`config.mk`:
```
export PLATFORM = sky130hd
export DESIGN_NAME = ljfc_qdiv
export DESIGN_NICKNAME = d
export VERILOG_FILES = /design/src/rtl/core/ljfc_pkg.sv /design/src/rtl/core/ljfc_qdiv.sv
export SDC_FILE = /design/constraint.sdc
export NUM_CORES = 1
export LEC_CHECK = 0
export ABC_AREA = 1
export BUFFER_PORTS_ARGS = -buffer_cell sky130_fd_sc_hd__buf_2
export CAP_MARGIN = 20
export CELL_PAD_IN_SITES_DETAIL_PLACEMENT = 1
export CELL_PAD_IN_SITES_GLOBAL_PLACEMENT = 2
export CORE_UTILIZATION = 33
export DETAILED_ROUTE_END_ITERATION = 6
export PLACE_DENSITY = 0.85
export SYNTH_ARGS = -nofsm -noshare
export SYNTH_HDL_FRONTEND = slang
export SYNTH_SLANG_ARGS = --single-unit
```
`constraint.sdc`:
```
create_clock -name clock -period 3.75 [get_ports clock]
set_clock_uncertainty 0.05 [all_clocks]
set_input_delay 0.375 -clock clock [delete_from_list [all_inputs] [get_ports clock]]
set_output_delay 0.375 -clock clock [all_outputs]
set_load 0.02 [all_outputs]
```
`src/rtl/core/ljfc_pkg.sv`:
```
package ljfc_pkg;

   // Width of every intermediate magnitude; all of them saturate at 2^62-1.
   localparam int VAL_W = 62;
   localparam logic [VAL_W-1:0] SAT_VAL = {VAL_W{1'b1}};

   localparam int FRAC_BITS_DEF = 16;

   // floor(x/10) for any 32-bit x is (x * DIV10_RECIP) >> DIV10_SHIFT.
   localparam logic [31:0] DIV10_RECIP = 32'hCCCC_CCCD;
   localparam int DIV10_SHIFT = 35;

   localparam logic signed [31:0] FORCE_MAX = 32'sh7FFF_FFFF;
   localparam logic signed [31:0] FORCE_MIN = 32'sh8000_0000;

   localparam int CSR_IDX_W = 2;
   localparam logic [CSR_IDX_W-1:0] CSR_TOLERANCE = 2'd0;
   localparam logic [CSR_IDX_W-1:0] CSR_MAX_ITER  = 2'd1;

   localparam logic [15:0] TOL_RESET     = 16'd1;
   localparam logic [11:0] MAX_ITER_RESET = 12'd1024;

endpackage

```
`src/rtl/core/ljfc_qdiv.sv`:
```
module ljfc_qdiv import ljfc_pkg::*; #(
   parameter int FRAC_BITS = FRAC_BITS_DEF
) (
   input  logic             clock,
   input  logic             reset,
   input  logic             start,
   input  logic [VAL_W-1:0] dividend,
   input  logic [31:0]      divisor,
   output logic             done,
   output logic [VAL_W-1:0] result
);

   localparam int N  = VAL_W + FRAC_BITS;
   localparam int CW = $clog2(N + 1);

   logic [N-1:0]  dvd_ff, dvd_in, quo_ff, quo_in;
   logic [31:0]   rem_ff, rem_in, den_ff, den_in;
   logic [CW-1:0] cnt_ff, cnt_in;
   logic          run_ff, run_in, done_ff, done_in;
   logic [32:0]   trial;
   logic          fits;

   // Restoring division, one quotient bit per cycle, MSB first.
   assign trial = {rem_ff, dvd_ff[N-1]};
   assign fits  = trial >= {1'b0, den_ff};

   always_comb begin
      dvd_in  = dvd_ff;
      quo_in  = quo_ff;
      rem_in  = rem_ff;
      den_in  = den_ff;
      cnt_in  = cnt_ff;
      run_in  = run_ff;
      done_in = 1'b0;
      if (start) begin
         dvd_in = {dividend, {FRAC_BITS{1'b0}}};
         quo_in = '0;
         rem_in = '0;
         den_in = divisor;
         cnt_in = CW'(N);
         run_in = 1'b1;
      end else if (run_ff) begin
         dvd_in = {dvd_ff[N-2:0], 1'b0};
         quo_in = {quo_ff[N-2:0], fits};
         rem_in = fits ? 32'(trial - {1'b0, den_ff}) : trial[31:0];
         cnt_in = cnt_ff - CW'(1);
         if (cnt_ff == CW'(1)) begin
            run_in  = 1'b0;
            done_in = 1'b1;
         end
      end
   end

   always_ff @(posedge clock) begin
      if (reset) begin
         run_ff  <= 1'b0;
         done_ff <= 1'b0;
         cnt_ff  <= '0;
      end else begin
         run_ff  <= run_in;
         done_ff <= done_in;
         cnt_ff  <= cnt_in;
      end
      dvd_ff <= dvd_in;
      quo_ff <= quo_in;
      rem_ff <= rem_in;
      den_ff <= den_in;
   end

   assign done   = done_ff;
   assign result = (|quo_ff[N-1:VAL_W]) ? SAT_VAL : quo_ff[VAL_W-1:0];

endmodule

```
After elaboration in Yosys (flattened, before gate mapping)
Index checks and enable logic that the tools add are counted.
{"block": "op_classes", "n_addsub": 2, "multipliers": 0, "div": 0, "order_cmp": 1, "eq_ne": 1, "shift": 0, "n_mux": 10, "bitwise": 1, "n_reduce_logical": 4}
{"operator": "two-way mux 78 bit", "n": 2}
{"operator": "two-way mux 62 bit", "n": 1}
{"operator": "greater-or-equal comparator 33 x 32 -> 1 bit", "n": 1}
{"operator": "two-way mux 32 bit", "n": 1}
{"operator": "subtractor 32 bit", "n": 1}
{"operator": "OR reduction 16 bit", "n": 1}
{"operator": "two-way mux 7 bit", "n": 2}
{"operator": "== test 7 x 1 -> 1 bit (second input constant)", "n": 1}
{"operator": "subtractor 7 x 1 -> 7 bit (second input constant)", "n": 1}
{"operator": "two-way mux 1 bit", "n": 4}
{"operator": "OR reduction 3 bit", "n": 1}
{"operator": "nonzero test 2 bit", "n": 1}
{"operator": "OR reduction 2 bit", "n": 1}
{"operator": "NOT 1 bit", "n": 1}
{"block": "word_totals", "register_bits": 213, "latch_bits": 0, "ramBits": 0, "rom_bits": 0, "input_bits": 97, "output_inout_bits": 63, "wordCells": 27, "mem_count": 0}

Depth between registers and ports, before layout
{"block": "logic_depth", "ltp_word": 4, "mapped_depth": 17}

Worst setup path before layout
Ideal clock, no wire load.
{"block": "synth_timing", "path_type": "register to register", "from": "register run_ff", "to": "register dvd_ff[16], enable pin", "setup_time_ns": 0.451, "t_arrival_ns": 2.469, "path_slack_ns": 0.780, "path_stages_with_launch": 4, "path_buffers": 1, "synth_period_minus_slack_ns": 2.970, "cell_sequence": "dfxtp_1 nor2_1 inv_2 clkbuf_1"}
{"block": "synth_via", "elab_chain_len": 1}
{"item": "from (decl)", "line_no": "ljfc_qdiv.sv:19", "text": "logic run_ff, run_in, done_ff, done_in;"}
{"item": "from (signal assigned)", "line_no": "ljfc_qdiv.sv:60", "text": "run_ff <= run_in;"}
{"item": "nonzero test 2 bit (no source line)"}
{"item": "to (signal assigned)", "line_no": "ljfc_qdiv.sv:64", "text": "dvd_ff <= dvd_in;"}
{"item": "to (decl)", "line_no": "ljfc_qdiv.sv:16", "text": "logic [N-1:0] dvd_ff, dvd_in, quo_ff, quo_in;"}
No other way between the ends.
A chain may end at the register's enable or synchronous reset.

Final worst setup path
{"block": "layout_timing", "from": "register quo_ff[67]", "to": "output port result[0]"}
{"block": "layout_via", "elab_chain_len": 2}
{"item": "from (decl)", "line_no": "ljfc_qdiv.sv:16"}
{"item": "from (signal assigned)", "line_no": "ljfc_qdiv.sv:65", "text": "quo_ff <= quo_in;"}
{"item": "OR reduction 16 bit", "line_no": "ljfc_qdiv.sv:71", "text": "assign result = (|quo_ff[N-1:VAL_W]) ? SAT_VAL : quo_ff[VAL_W-1:0];"}
{"item": "two-way mux 62 bit", "line_no": "ljfc_qdiv.sv:71"}
{"item": "to (decl)", "line_no": "ljfc_qdiv.sv:10", "text": "output logic [VAL_W-1:0] result"}
No other way between the ends.

==> qor.yml <==
synth_seq_cells: 213
overflow: 0
postCtsSetupBuffers: 0
path_max_fanout: 62
clock_latency_ns: 0.56
grt_max_degree: 78
drc: 2
grt_setup_unrepaired: "no"
synth_area_leaders: "edfxtp_1 (26%), dfxtp_1 (22%), nand2_1 (22%)"
path_clk_slew_ns: 0.06
violations: "design-rule violations"
fmax_ghz: 0.362
cts_buffer_depth: 3
power_w: 0.00549
ys_types: 38
seq_area_frac_synth: 0.479
cts-buffers-inserted: 26
path_class: "flop to output pin"
crit_path_top_delay_cell: "buf_4"
timing.rr.end: "rem_ff[21]"
fp-row-count: 66
dp.final_hpwl_microns: 21500
timing.final.crit_share: 0.737
ys_async_sr_fraction: 0
fin_setup_tns_ns: 0
post_drt_wl_per_cell_microns: 14.2
core_sq_um: 32500
mostFrequentLayoutCell: "nand2_1"
crit_start: "quo_ff[67]"
cp-end-kind: "output pin"
nets: 1790
utilization: 0.410
cp.required_ns: 3.32
gp_congestion: 0.861
grtUsageTotal: 0.181
synth.largest_area_cell: "edfxtp_1"
hold_path_class: "input port to flop"
dieArea_sq_um: 33600
final_cell_area_sq_um: 13300
ir_worst_vdd_uv: 271
critPathArrivalTime_ns: 2.34
crit_path_end: "result[0]"
fill_cells: 4089
vias: 9590
cap_violations: 0
synthFlopType: "dfxtp_1"
report.final.hold_viol_count: 0
ys_warn_count: 0
grt_pass1_wl_microns: 49500
start_util: 0.335
synth_edf_count: 94
max_slew_margin: 0.472
layout-drive-gt1-share: 0.137
p_leak_nw: 7.11
dr.pass1.iters: 7
final_cell_mix: "nand2_1 (633), inv_1 (258), buf_2 (158)"
status: "finished with violations"
syn_inst: 1476
cts.sinks: 213
drtIter0Drc: 338
cp_cell_sequence: "inv_1 -> nand4_1 -> nor4_4 -> buf_4 -> nand2_1 -> buf_2"
root_buffer: "clkbuf_16"
reg2reg_slack_ns: 1.12
cp_slowest_stage_delay_ns: 0.53
crit_path_start_kind: "flop"
htreeDepth: 1
yosysTopAreaCellShare: 0.260
grt_pass1_vias: 9929
area_delta_synth_final_pct: 22.4
synth_nets: 1608
antenna_found_initial: 5
die_x_microns: 183
min_period_ns: 2.76
tritoncts: "yes"
setup_violations: 0
die_h_microns: 183
worstMarginPinSlew_ns: 0.792
postRouteAntennaNets: 0
power_density_nw_per_um2: 413
drt-total-wl_microns: 30100
synth_area_sq_um: 10900
portBuffers: 159
viasPerCell: 4.52
drv_slew: 0
r2r_cells: 16
synth.avg_cell_area_sq_um: 7.36
r2r_start: "den_ff[20]"
place_area_sq_um: 12100
io_pins: 160
## through the flow
| stage | std cells | worst slack [ns] | hold WS, ns |
|---|---|---|---|
| floorplan | 1476 | 0.780 | 0.381 |
| global placement | 2039 | 1.11 | 0.412 |
| detailed placement | 2039 | 1.08 | 0.417 |
| global route | 2121 | 0.833 | 0.0254 |
| CTS | 2120 | 0.919 | 0.00446 |
| finish | 2122 | 0.985 | 0.0325 |
## synth_stat cells (all sizes together), types with 2 or more instances
cell type  instances
clkbuf            38
o21bai             3
nand2            638
and2               4
nand4             13
xor2              12
dfxtp            119
ha                34
inv              261
o22ai             77
nand3             64
nand3b             7
nor3               5
o21ai              8
xnor2              2
edfxtp            94
a21oi             21
o21a               2
buf               11
nor2              55
nor4               3
## power breakdown
part	leakage (nW)	switching [W]	internal [W]
registers	1.91	0.0000338	0.00255
logic	4.78	0.000285	0.000164
clock network	0.420	0.000991	0.00147
## timing repair
action | CTS | global route
hold buffers | 33 | 0
hold endpoints to repair | 34 | 0
resized for setup | 0 | 0
## cell type report
type | count | area [sq um] | share of cell area
Clock buffer | 45 | 813 | 0.0612
Multi-Input combinational cell | 953 | 4470 | 0.336
Tap cell | 442 | 553 | 0.0416
Clock inverter | 3 | 40.0 | 0.00301
Inverter | 261 | 982 | 0.0739
Timing Repair Buffer | 203 | 1220 | 0.0920
Antenna cell | 2 | 5.00 | 0.000376
Sequential cell | 213 | 5200 | 0.391
## worst min path at each step
stage                             from         end  slack (ns)  cells after the start
after floorplan              cnt_ff[6]        done        0.38                      1
after global placement      rem_ff[24]  rem_ff[24]        0.41                      2
after detailed placement     rem_ff[4]   rem_ff[4]        0.42                      2
after CTS                 dividend[60]  dvd_ff[76]       0.004                      3
after global routing      dividend[57]  dvd_ff[73]        0.03                      3
final                     dividend[51]  dvd_ff[67]        0.03                      3
## per-layer routing
layer	vias to the layer above	global-route usage	share of wire
li1	4956	-	-
met1	4427	0.229	0.46
met2	153	0.311	0.47
met3	46	0.0426	0.052
met4	8	0.0407	0.020
met5	-	0	0.0013
## critical path: cells and delay by family, from the launching register on
kind / cells / cell delay (ns)
AND/OR/NAND/NOR: 3 / 0.64
buffers and inverters: 3 / 0.83
flip-flops: 1 / 0.30
## sequential cells by signal (all words and copies together) (netlist names)
signal / cells
den_ff: 32
dvd_ff: 62
rem_ff: 32
done: 1
run_ff: 1
cnt_ff: 7
quo_ff: 78
## kinds of logic after synthesis
kind of cell / Yosys count / synth area share
simple gates: 791 / 0.296
buf+inv: 310 / 0.110
flops: 213 / 0.479
compound gates: 113 / 0.0627
fa+ha+maj: 35 / 0.0410
xor+xnor: 14 / 0.0113
Power figures use the tool's default switching activity.
