--- src/rtl/core/ljfc_pkg.sv ---
package ljfc_pkg;

   // Width of every intermediate magnitude; all of them saturate at 2^62-1.
   localparam int VAL_W = 62;
   localparam logic [VAL_W-1:0] SAT_VAL = {VAL_W{1'b1}};

   localparam int FRAC_BITS_DEF = 16;

   // floor(x/10) for any 32-bit x is (x * DIV10_RECIP) >> DIV10_SHIFT.
   localparam logic [31:0] DIV10_RECIP = 32'hCCCC_CCCD;
   localparam int DIV10_SHIFT = 35;

   localparam logic signed [31:0] FORCE_MAX = 32'sh7FFF_FFFF;
   localparam logic signed [31:0] FORCE_MIN = 32'sh8000_0000;

   localparam int CSR_IDX_W = 2;
   localparam logic [CSR_IDX_W-1:0] CSR_TOLERANCE = 2'd0;
   localparam logic [CSR_IDX_W-1:0] CSR_MAX_ITER  = 2'd1;

   localparam logic [15:0] TOL_RESET     = 16'd1;
   localparam logic [11:0] MAX_ITER_RESET = 12'd1024;

endpackage

--- src/rtl/core/ljfc_qmul.sv ---
module ljfc_qmul import ljfc_pkg::*; #(
   parameter int FRAC_BITS = FRAC_BITS_DEF
) (
   input  logic             clock,
   input  logic             reset,
   input  logic             start,
   input  logic [VAL_W-1:0] a,
   input  logic [VAL_W-1:0] b,
   output logic             done,
   output logic [VAL_W-1:0] result
);

   logic [63:0]  a_ff, a_in, b_ff, b_in;
   logic [2:0]   k_ff, k_in;
   logic         run_ff, run_in;
   logic [63:0]  prod_ff, prod_in;
   logic [1:0]   pk_ff, pk_in;
   logic         pv_ff, pv_in;
   logic [127:0] acc_ff, acc_in;
   logic         done_ff, done_in;
   logic [31:0]  a_part, b_part;
   logic [127:0] addend;

   // One 32x32 partial product per cycle; it is added in the next cycle.
   assign a_part = k_ff[1] ? a_ff[63:32] : a_ff[31:0];
   assign b_part = k_ff[0] ? b_ff[63:32] : b_ff[31:0];

   always_comb begin
      case (2'(pk_ff[1] + pk_ff[0]))
         2'd0:    addend = {64'd0, prod_ff};
         2'd1:    addend = {32'd0, prod_ff, 32'd0};
         2'd2:    addend = {prod_ff, 64'd0};
         default: addend = '0;
      endcase
   end

   always_comb begin
      a_in    = a_ff;
      b_in    = b_ff;
      k_in    = k_ff;
      run_in  = run_ff;
      prod_in = prod_ff;
      pk_in   = pk_ff;
      pv_in   = 1'b0;
      acc_in  = acc_ff;
      done_in = 1'b0;
      if (start) begin
         a_in   = 64'(a);
         b_in   = 64'(b);
         k_in   = '0;
         run_in = 1'b1;
         acc_in = '0;
      end else if (run_ff) begin
         if (k_ff != 3'd4) begin
            prod_in = 64'(a_part) * 64'(b_part);
            pk_in   = k_ff[1:0];
            pv_in   = 1'b1;
            k_in    = k_ff + 3'd1;
         end
         if (pv_ff) begin
            acc_in = acc_ff + addend;
         end
         if (k_ff == 3'd4 && pv_ff) begin
            run_in  = 1'b0;
            done_in = 1'b1;
         end
      end
   end

   always_ff @(posedge clock) begin
      if (reset) begin
         run_ff  <= 1'b0;
         pv_ff   <= 1'b0;
         done_ff <= 1'b0;
         k_ff    <= '0;
      end else begin
         run_ff  <= run_in;
         pv_ff   <= pv_in;
         done_ff <= done_in;
         k_ff    <= k_in;
      end
      a_ff    <= a_in;
      b_ff    <= b_in;
      prod_ff <= prod_in;
      pk_ff   <= pk_in;
      acc_ff  <= acc_in;
   end

   assign done   = done_ff;
   assign result = (|acc_ff[127:VAL_W+FRAC_BITS]) ? SAT_VAL
                                                  : acc_ff[VAL_W+FRAC_BITS-1:FRAC_BITS];

endmodule

--- config.mk ---
export PLATFORM = sky130hd
export DESIGN_NAME = ljfc_qmul
export DESIGN_NICKNAME = d
export VERILOG_FILES = /design/src/rtl/core/ljfc_pkg.sv /design/src/rtl/core/ljfc_qmul.sv
export SDC_FILE = /design/constraint.sdc
export NUM_CORES = 2
export LEC_CHECK = 0
export ABC_AREA = 1
export ABC_CLOCK_PERIOD_IN_PS = 8500
export BUFFER_PORTS_ARGS = -buffer_cell sky130_fd_sc_hd__buf_4
export CAP_MARGIN = 10
export CORE_MARGIN = 2
export CORE_UTILIZATION = 59
export DETAILED_ROUTE_END_ITERATION = 10
export PLACE_DENSITY = 0.76
export SLEW_MARGIN = 20
export SYNTH_ARGS = -nofsm -noshare
export SYNTH_HDL_FRONTEND = slang
export SYNTH_SLANG_ARGS = --single-unit
--- constraint.sdc ---
create_clock -name clock -period 8.5 [get_ports clock]
set_input_delay 0.85 -clock clock [delete_from_list [all_inputs] [get_ports clock]]
set_output_delay 0.85 -clock clock [all_outputs]
set_load 0.01 [all_outputs]
# Word level (Yosys, flattened, before mapping)
# Cells that the tools add are included.
# classes
bitwise_logic	2
n_mul	1
n_mux	9
addsub	3
eq_ne	4
n_reduce_logical	8
# ops
operator	n
$pmux 128 s3	1
$add 128x128->128	1
$mul 32x32->64	1
$mux 32	2
$mux 62	1
$reduce_or 50->1	1
$mux 1	5
$reduce_and 2->1	2
$add 3x1->3 const B	1
$eq 3x3->1 const B	1
$ne 3x3->1 const B	1
$reduce_and 3->1	1
$reduce_or 3->1	1
$add 1x1->2	1
$eq 2x1->1 const B	1
$eq 2x2->1 const B	1
$logic_not 2->1	1
$not 1->1	2
$reduce_or 2->1	1
$logic_and 1x1->1	1
# word_totals
word_cells	36
ff_bits	324
out_inout_bits	63

# Logic depth before layout (Yosys ltp)
# depth
ltp_word	5
mapped_depth	37
ltp_nobuf	34

# Worst setup path before layout
# Ideal clock, no wire load.
# synth_path
kind	reg-to-reg
startpoint	register k_ff[1]
endpoint	register prod_ff[57], data pin
path_slack_ns	1.304
required_time_ns	8.244
t_arrival_ns	6.940
stages_incl_launch_ff	31
setup_time_ns	0.256
cell_sequence	dfxtp_1 inv_2 clkbuf_1 or2_2 o21ai_0 buf_2 buf_2 nor2_1 fa_1 fa_1 inv_1 fa_1 fa_1 fa_1 inv_1 fa_1 fa_1 inv_1 fa_1 inv_1 ha_1 a21oi_1 o21a_1 a21boi_0 nand2_1 nand2_1 nand3_1 nand2_1 inv_1 o21bai_1 nand2_1
# synth_via
elab_chain_len	2
# synth_rtl
element	line	rtl
start: declaration	ljfc_qmul.sv:14	logic [2:0] k_ff, k_in;
start signal: assignment	ljfc_qmul.sv:80	k_ff <= k_in;
$mux 32	ljfc_qmul.sv:25	assign a_part = k_ff[1] ? a_ff[63:32] : a_ff[31:0];
$mul 32x32->64	ljfc_qmul.sv:55	prod_in = 64'(a_part) * 64'(b_part);
end signal: assignment	ljfc_qmul.sv:84	prod_ff <= prod_in;
end: declaration	ljfc_qmul.sv:16	logic [63:0] prod_ff, prod_in;
# No other way between the ends.
# A chain may end at the register's enable or synchronous reset.

# Worst setup path after layout
# layout_path
startpoint	register k_ff[0]
endpoint	register prod_ff[56], data pin
# layout_via
elab_chain_len	2
# layout_rtl
element	line	rtl
$mux 32	ljfc_qmul.sv:26	assign b_part = k_ff[0] ? b_ff[63:32] : b_ff[31:0];
$mul 32x32->64	ljfc_qmul.sv:55	
# No other way between the ends.

==> impl_results.md <==
* Synth unique cells at 46
* Worst Setup Start Kind: register
* Syn Std Cell Area at 0.0603 sq mm
* Wirelength, routed at 235000 um
* Area Overhead vs Synth at 8.47%
* Synth Area per Inst at 7.02 sq um
* CP max stage cell: o21ai_2
* Initial antenna violation count at 4
* Pin count of the biggest net entering global routing at 77
* Syn. warnings at 0
* CTS-repair resized insts at 0
* Mapped Nets at 10000
* Pins Over Slew Limit at 0
* CTS Root Cell: clkbuf_16
* Rel. slew slack at 18.0%
* CP Buf/Inv Count at 6
* Initial Util at 59.3%
* Kind of critical path: register to register
* Worst path arrival time at 8.71 ns
* Hold WC Path Type: input pin to register
* DRC Markers at 0
* DR pass1 iterations at 7
* Pin slew with the least headroom to its limit at 1.23 ns
* Final ANT Viol Nets at 0
* # IOs at 190
* Die height at 324 um
* Die width at 324 um
* Final HPWL DP at 197000 um
* Vias in the first global route at 57100
* Multi-input gate area at 0.0429 sq mm
* RSZ-0062 raised after global routing: false
* Fin. Hold Viols at 0
* Setup Fix Bufs, Post-CTS at 0
* Status: finished, final reports clean
* Max stage delay on crit path at 0.97 ns
* Fin util at 64.4%
* GRT overflow at 0
* Worst R2R Start: k_ff[0]
* R2R depth at 25
* Main synth FF type: edfxtp_1
* Critical Path Sink Type: register
* DR vias at 56900
* Later-pin clock latency in the skew report at 0.66 ns
* Vias per cell at 5.60
* Site row count at 117
* Input/output buffers at 189
* Hold-fix buffers, CTS at 0
* Reg-to-reg endpoint: prod_ff[56]
* Seq/Total Area, Yosys at 13.9%
* Global placement routability congestion at 1.12
* Hold wc startpoint: a[35]
* Largest fanout on the critical path at 32
* Crit path max-delay family: adder cells
* Crit path time final at 8.33 ns
* Routed len/inst at 23.2 um
* First-pass GRT wire length at 345000 um
* Fin nets at 10200
* DR iter-0 viols at 5698
* GRT Total Usage at 45.2%
* CTS tree: yes
* Hold Path End: a_ff[35]
* Reg area at 0.00839 sq mm
* Fin Clk Skew at 0.0413 ns
* CTS clk-pin slew, worst paths at 0.06 ns
* Hold slack at 0.386 ns
* Flop-to-flop setup slack at 0.17 ns
* CTS max path bufs at 3
* FF+latch count, synth at 324
* CTS buffer count at 41
* Max-Cap Viols at 0
* Ys async rst share at 0%
* Layout cells sized above 1 at 8.25%
* Hold Crit Depth at 1
* Setup violations, final at 0
* Area of the die at 0.105 sq mm
* Most used cell, CP: fa_1
* H-tree levels at 2
* Critical path required time at 8.89 ns
* Core Footprint at 0.102 sq mm
* Number of cells on the critical path at 25
* EDFF count, synth at 190
* Synth Instances at 8593
* Total negative slack at 0 ns
* Fill cells at 9326
* Num Clock Sinks at 324
* Fmax at 120 MHz
* Period utilization at 98.0%
[cells in the final DEF (no fill, tap or decap), types with 44 or more instances in the layout]
| master | netlist | routed |
|---|---|---|
| ha_1 | 394 | 393 |
| xor2_1 | 109 | 109 |
| nor2_1 | 1087 | 1086 |
| or2_2 | 53 | 53 |
| nor2_2 | 52 | 52 |
| nand3_1 | 240 | 240 |
| o21ai_2 | 20 | 44 |
| nand2_2 | 58 | 59 |
| a21oi_1 | 247 | 247 |
| buf_4 | 2 | 341 |
| dfxtp_1 | 134 | 132 |
| edfxtp_1 | 190 | 190 |
| nand2_1 | 2262 | 2260 |
| inv_1 | 2114 | 2110 |
| o21ai_0 | 206 | 181 |
| fa_1 | 897 | 897 |
[how the worst max path moves through the flow]
stage | from | end
finish | k_ff[0] | prod_ff[56]
global route | k_ff[0] | prod_ff[59]
CTS | k_ff[1] | prod_ff[44]
detailed placement | k_ff[1] | prod_ff[44]
global placement | k_ff[1] | prod_ff[44]
floorplan | k_ff[1] | prod_ff[57]
[cell usage after synthesis, types with 38 or more instances]
cell type	number	area share (%)
a21oi_1	247	2.1
buf_2	63	0.52
clkbuf_1	172	1.1
dfxtp_1	134	4.5
edfxtp_1	190	9.5
fa_1	897	30
ha_1	394	8.2
inv_1	2114	13
inv_2	38	0.24
nand2_1	2262	14
nand2_2	58	0.60
nand3_1	240	2.0
nor2_1	1087	6.8
nor2_2	52	0.54
o21ai_0	206	1.7
or2_2	53	0.55
xor2_1	109	1.6
[per-stage QoR]
stage               cell area, sq um  setup slack, ns  instances
floorplan                      60300             1.30       8593
global placement               63900            0.242      10100
detailed placement             63900            0.259      10100
CTS                            65300            0.235      10100
global route                   65400          0.00125      10100
finish                         65400            0.173      10100
[sequential cells by signal, summed over array words and instances (netlist names)]
signal   flops
acc_ff     128
prod_ff     64
pv_ff        1
pk_ff        2
k_ff         3
a_ff        62
done         1
run_ff       1
b_ff        62
[logic make-up (layout without fill, tap and decap cells)]
kind of cell               Yosys count  in the layout  synth area share, %
and+or+nand+nor                   3881           3881                 26.1
buffers and inverters             2413           2596                 15.2
adders and majority gates         1291           1291                 38.0
AOI/OAI and AO/OA                  562            562                 5.04
DFF                                324            324                 13.9
xor gates and xnor gates           122            122                 1.77
other                                0              2                    0
[area by class of cell]
class                           instances  area share (%)
Antenna cell                            2         0.00765
Inverter                             2170            12.5
Clock inverter                         27           0.566
Clock buffer                           49            1.66
Multi-Input combinational cell       5856            65.6
Sequential cell                       324            12.8
Timing Repair Buffer                  350            4.18
Tap cell                             1368            2.62
[metal layers]
| metal | vias to the layer above | track usage (%) | part of all wire (%) |
|---|---|---|---|
| met5 | - | 0 | 0.014 |
| met2 | 3589 | 72.7 | 45 |
| met3 | 1035 | 11.6 | 11 |
| met1 | 26800 | 51.3 | 34 |
| li1 | 25400 | - | - |
| met4 | 4 | 35.8 | 9.9 |
Power is not shown: default switching activity piles up to over one toggle a cycle in this logic, so the estimate is an artifact.
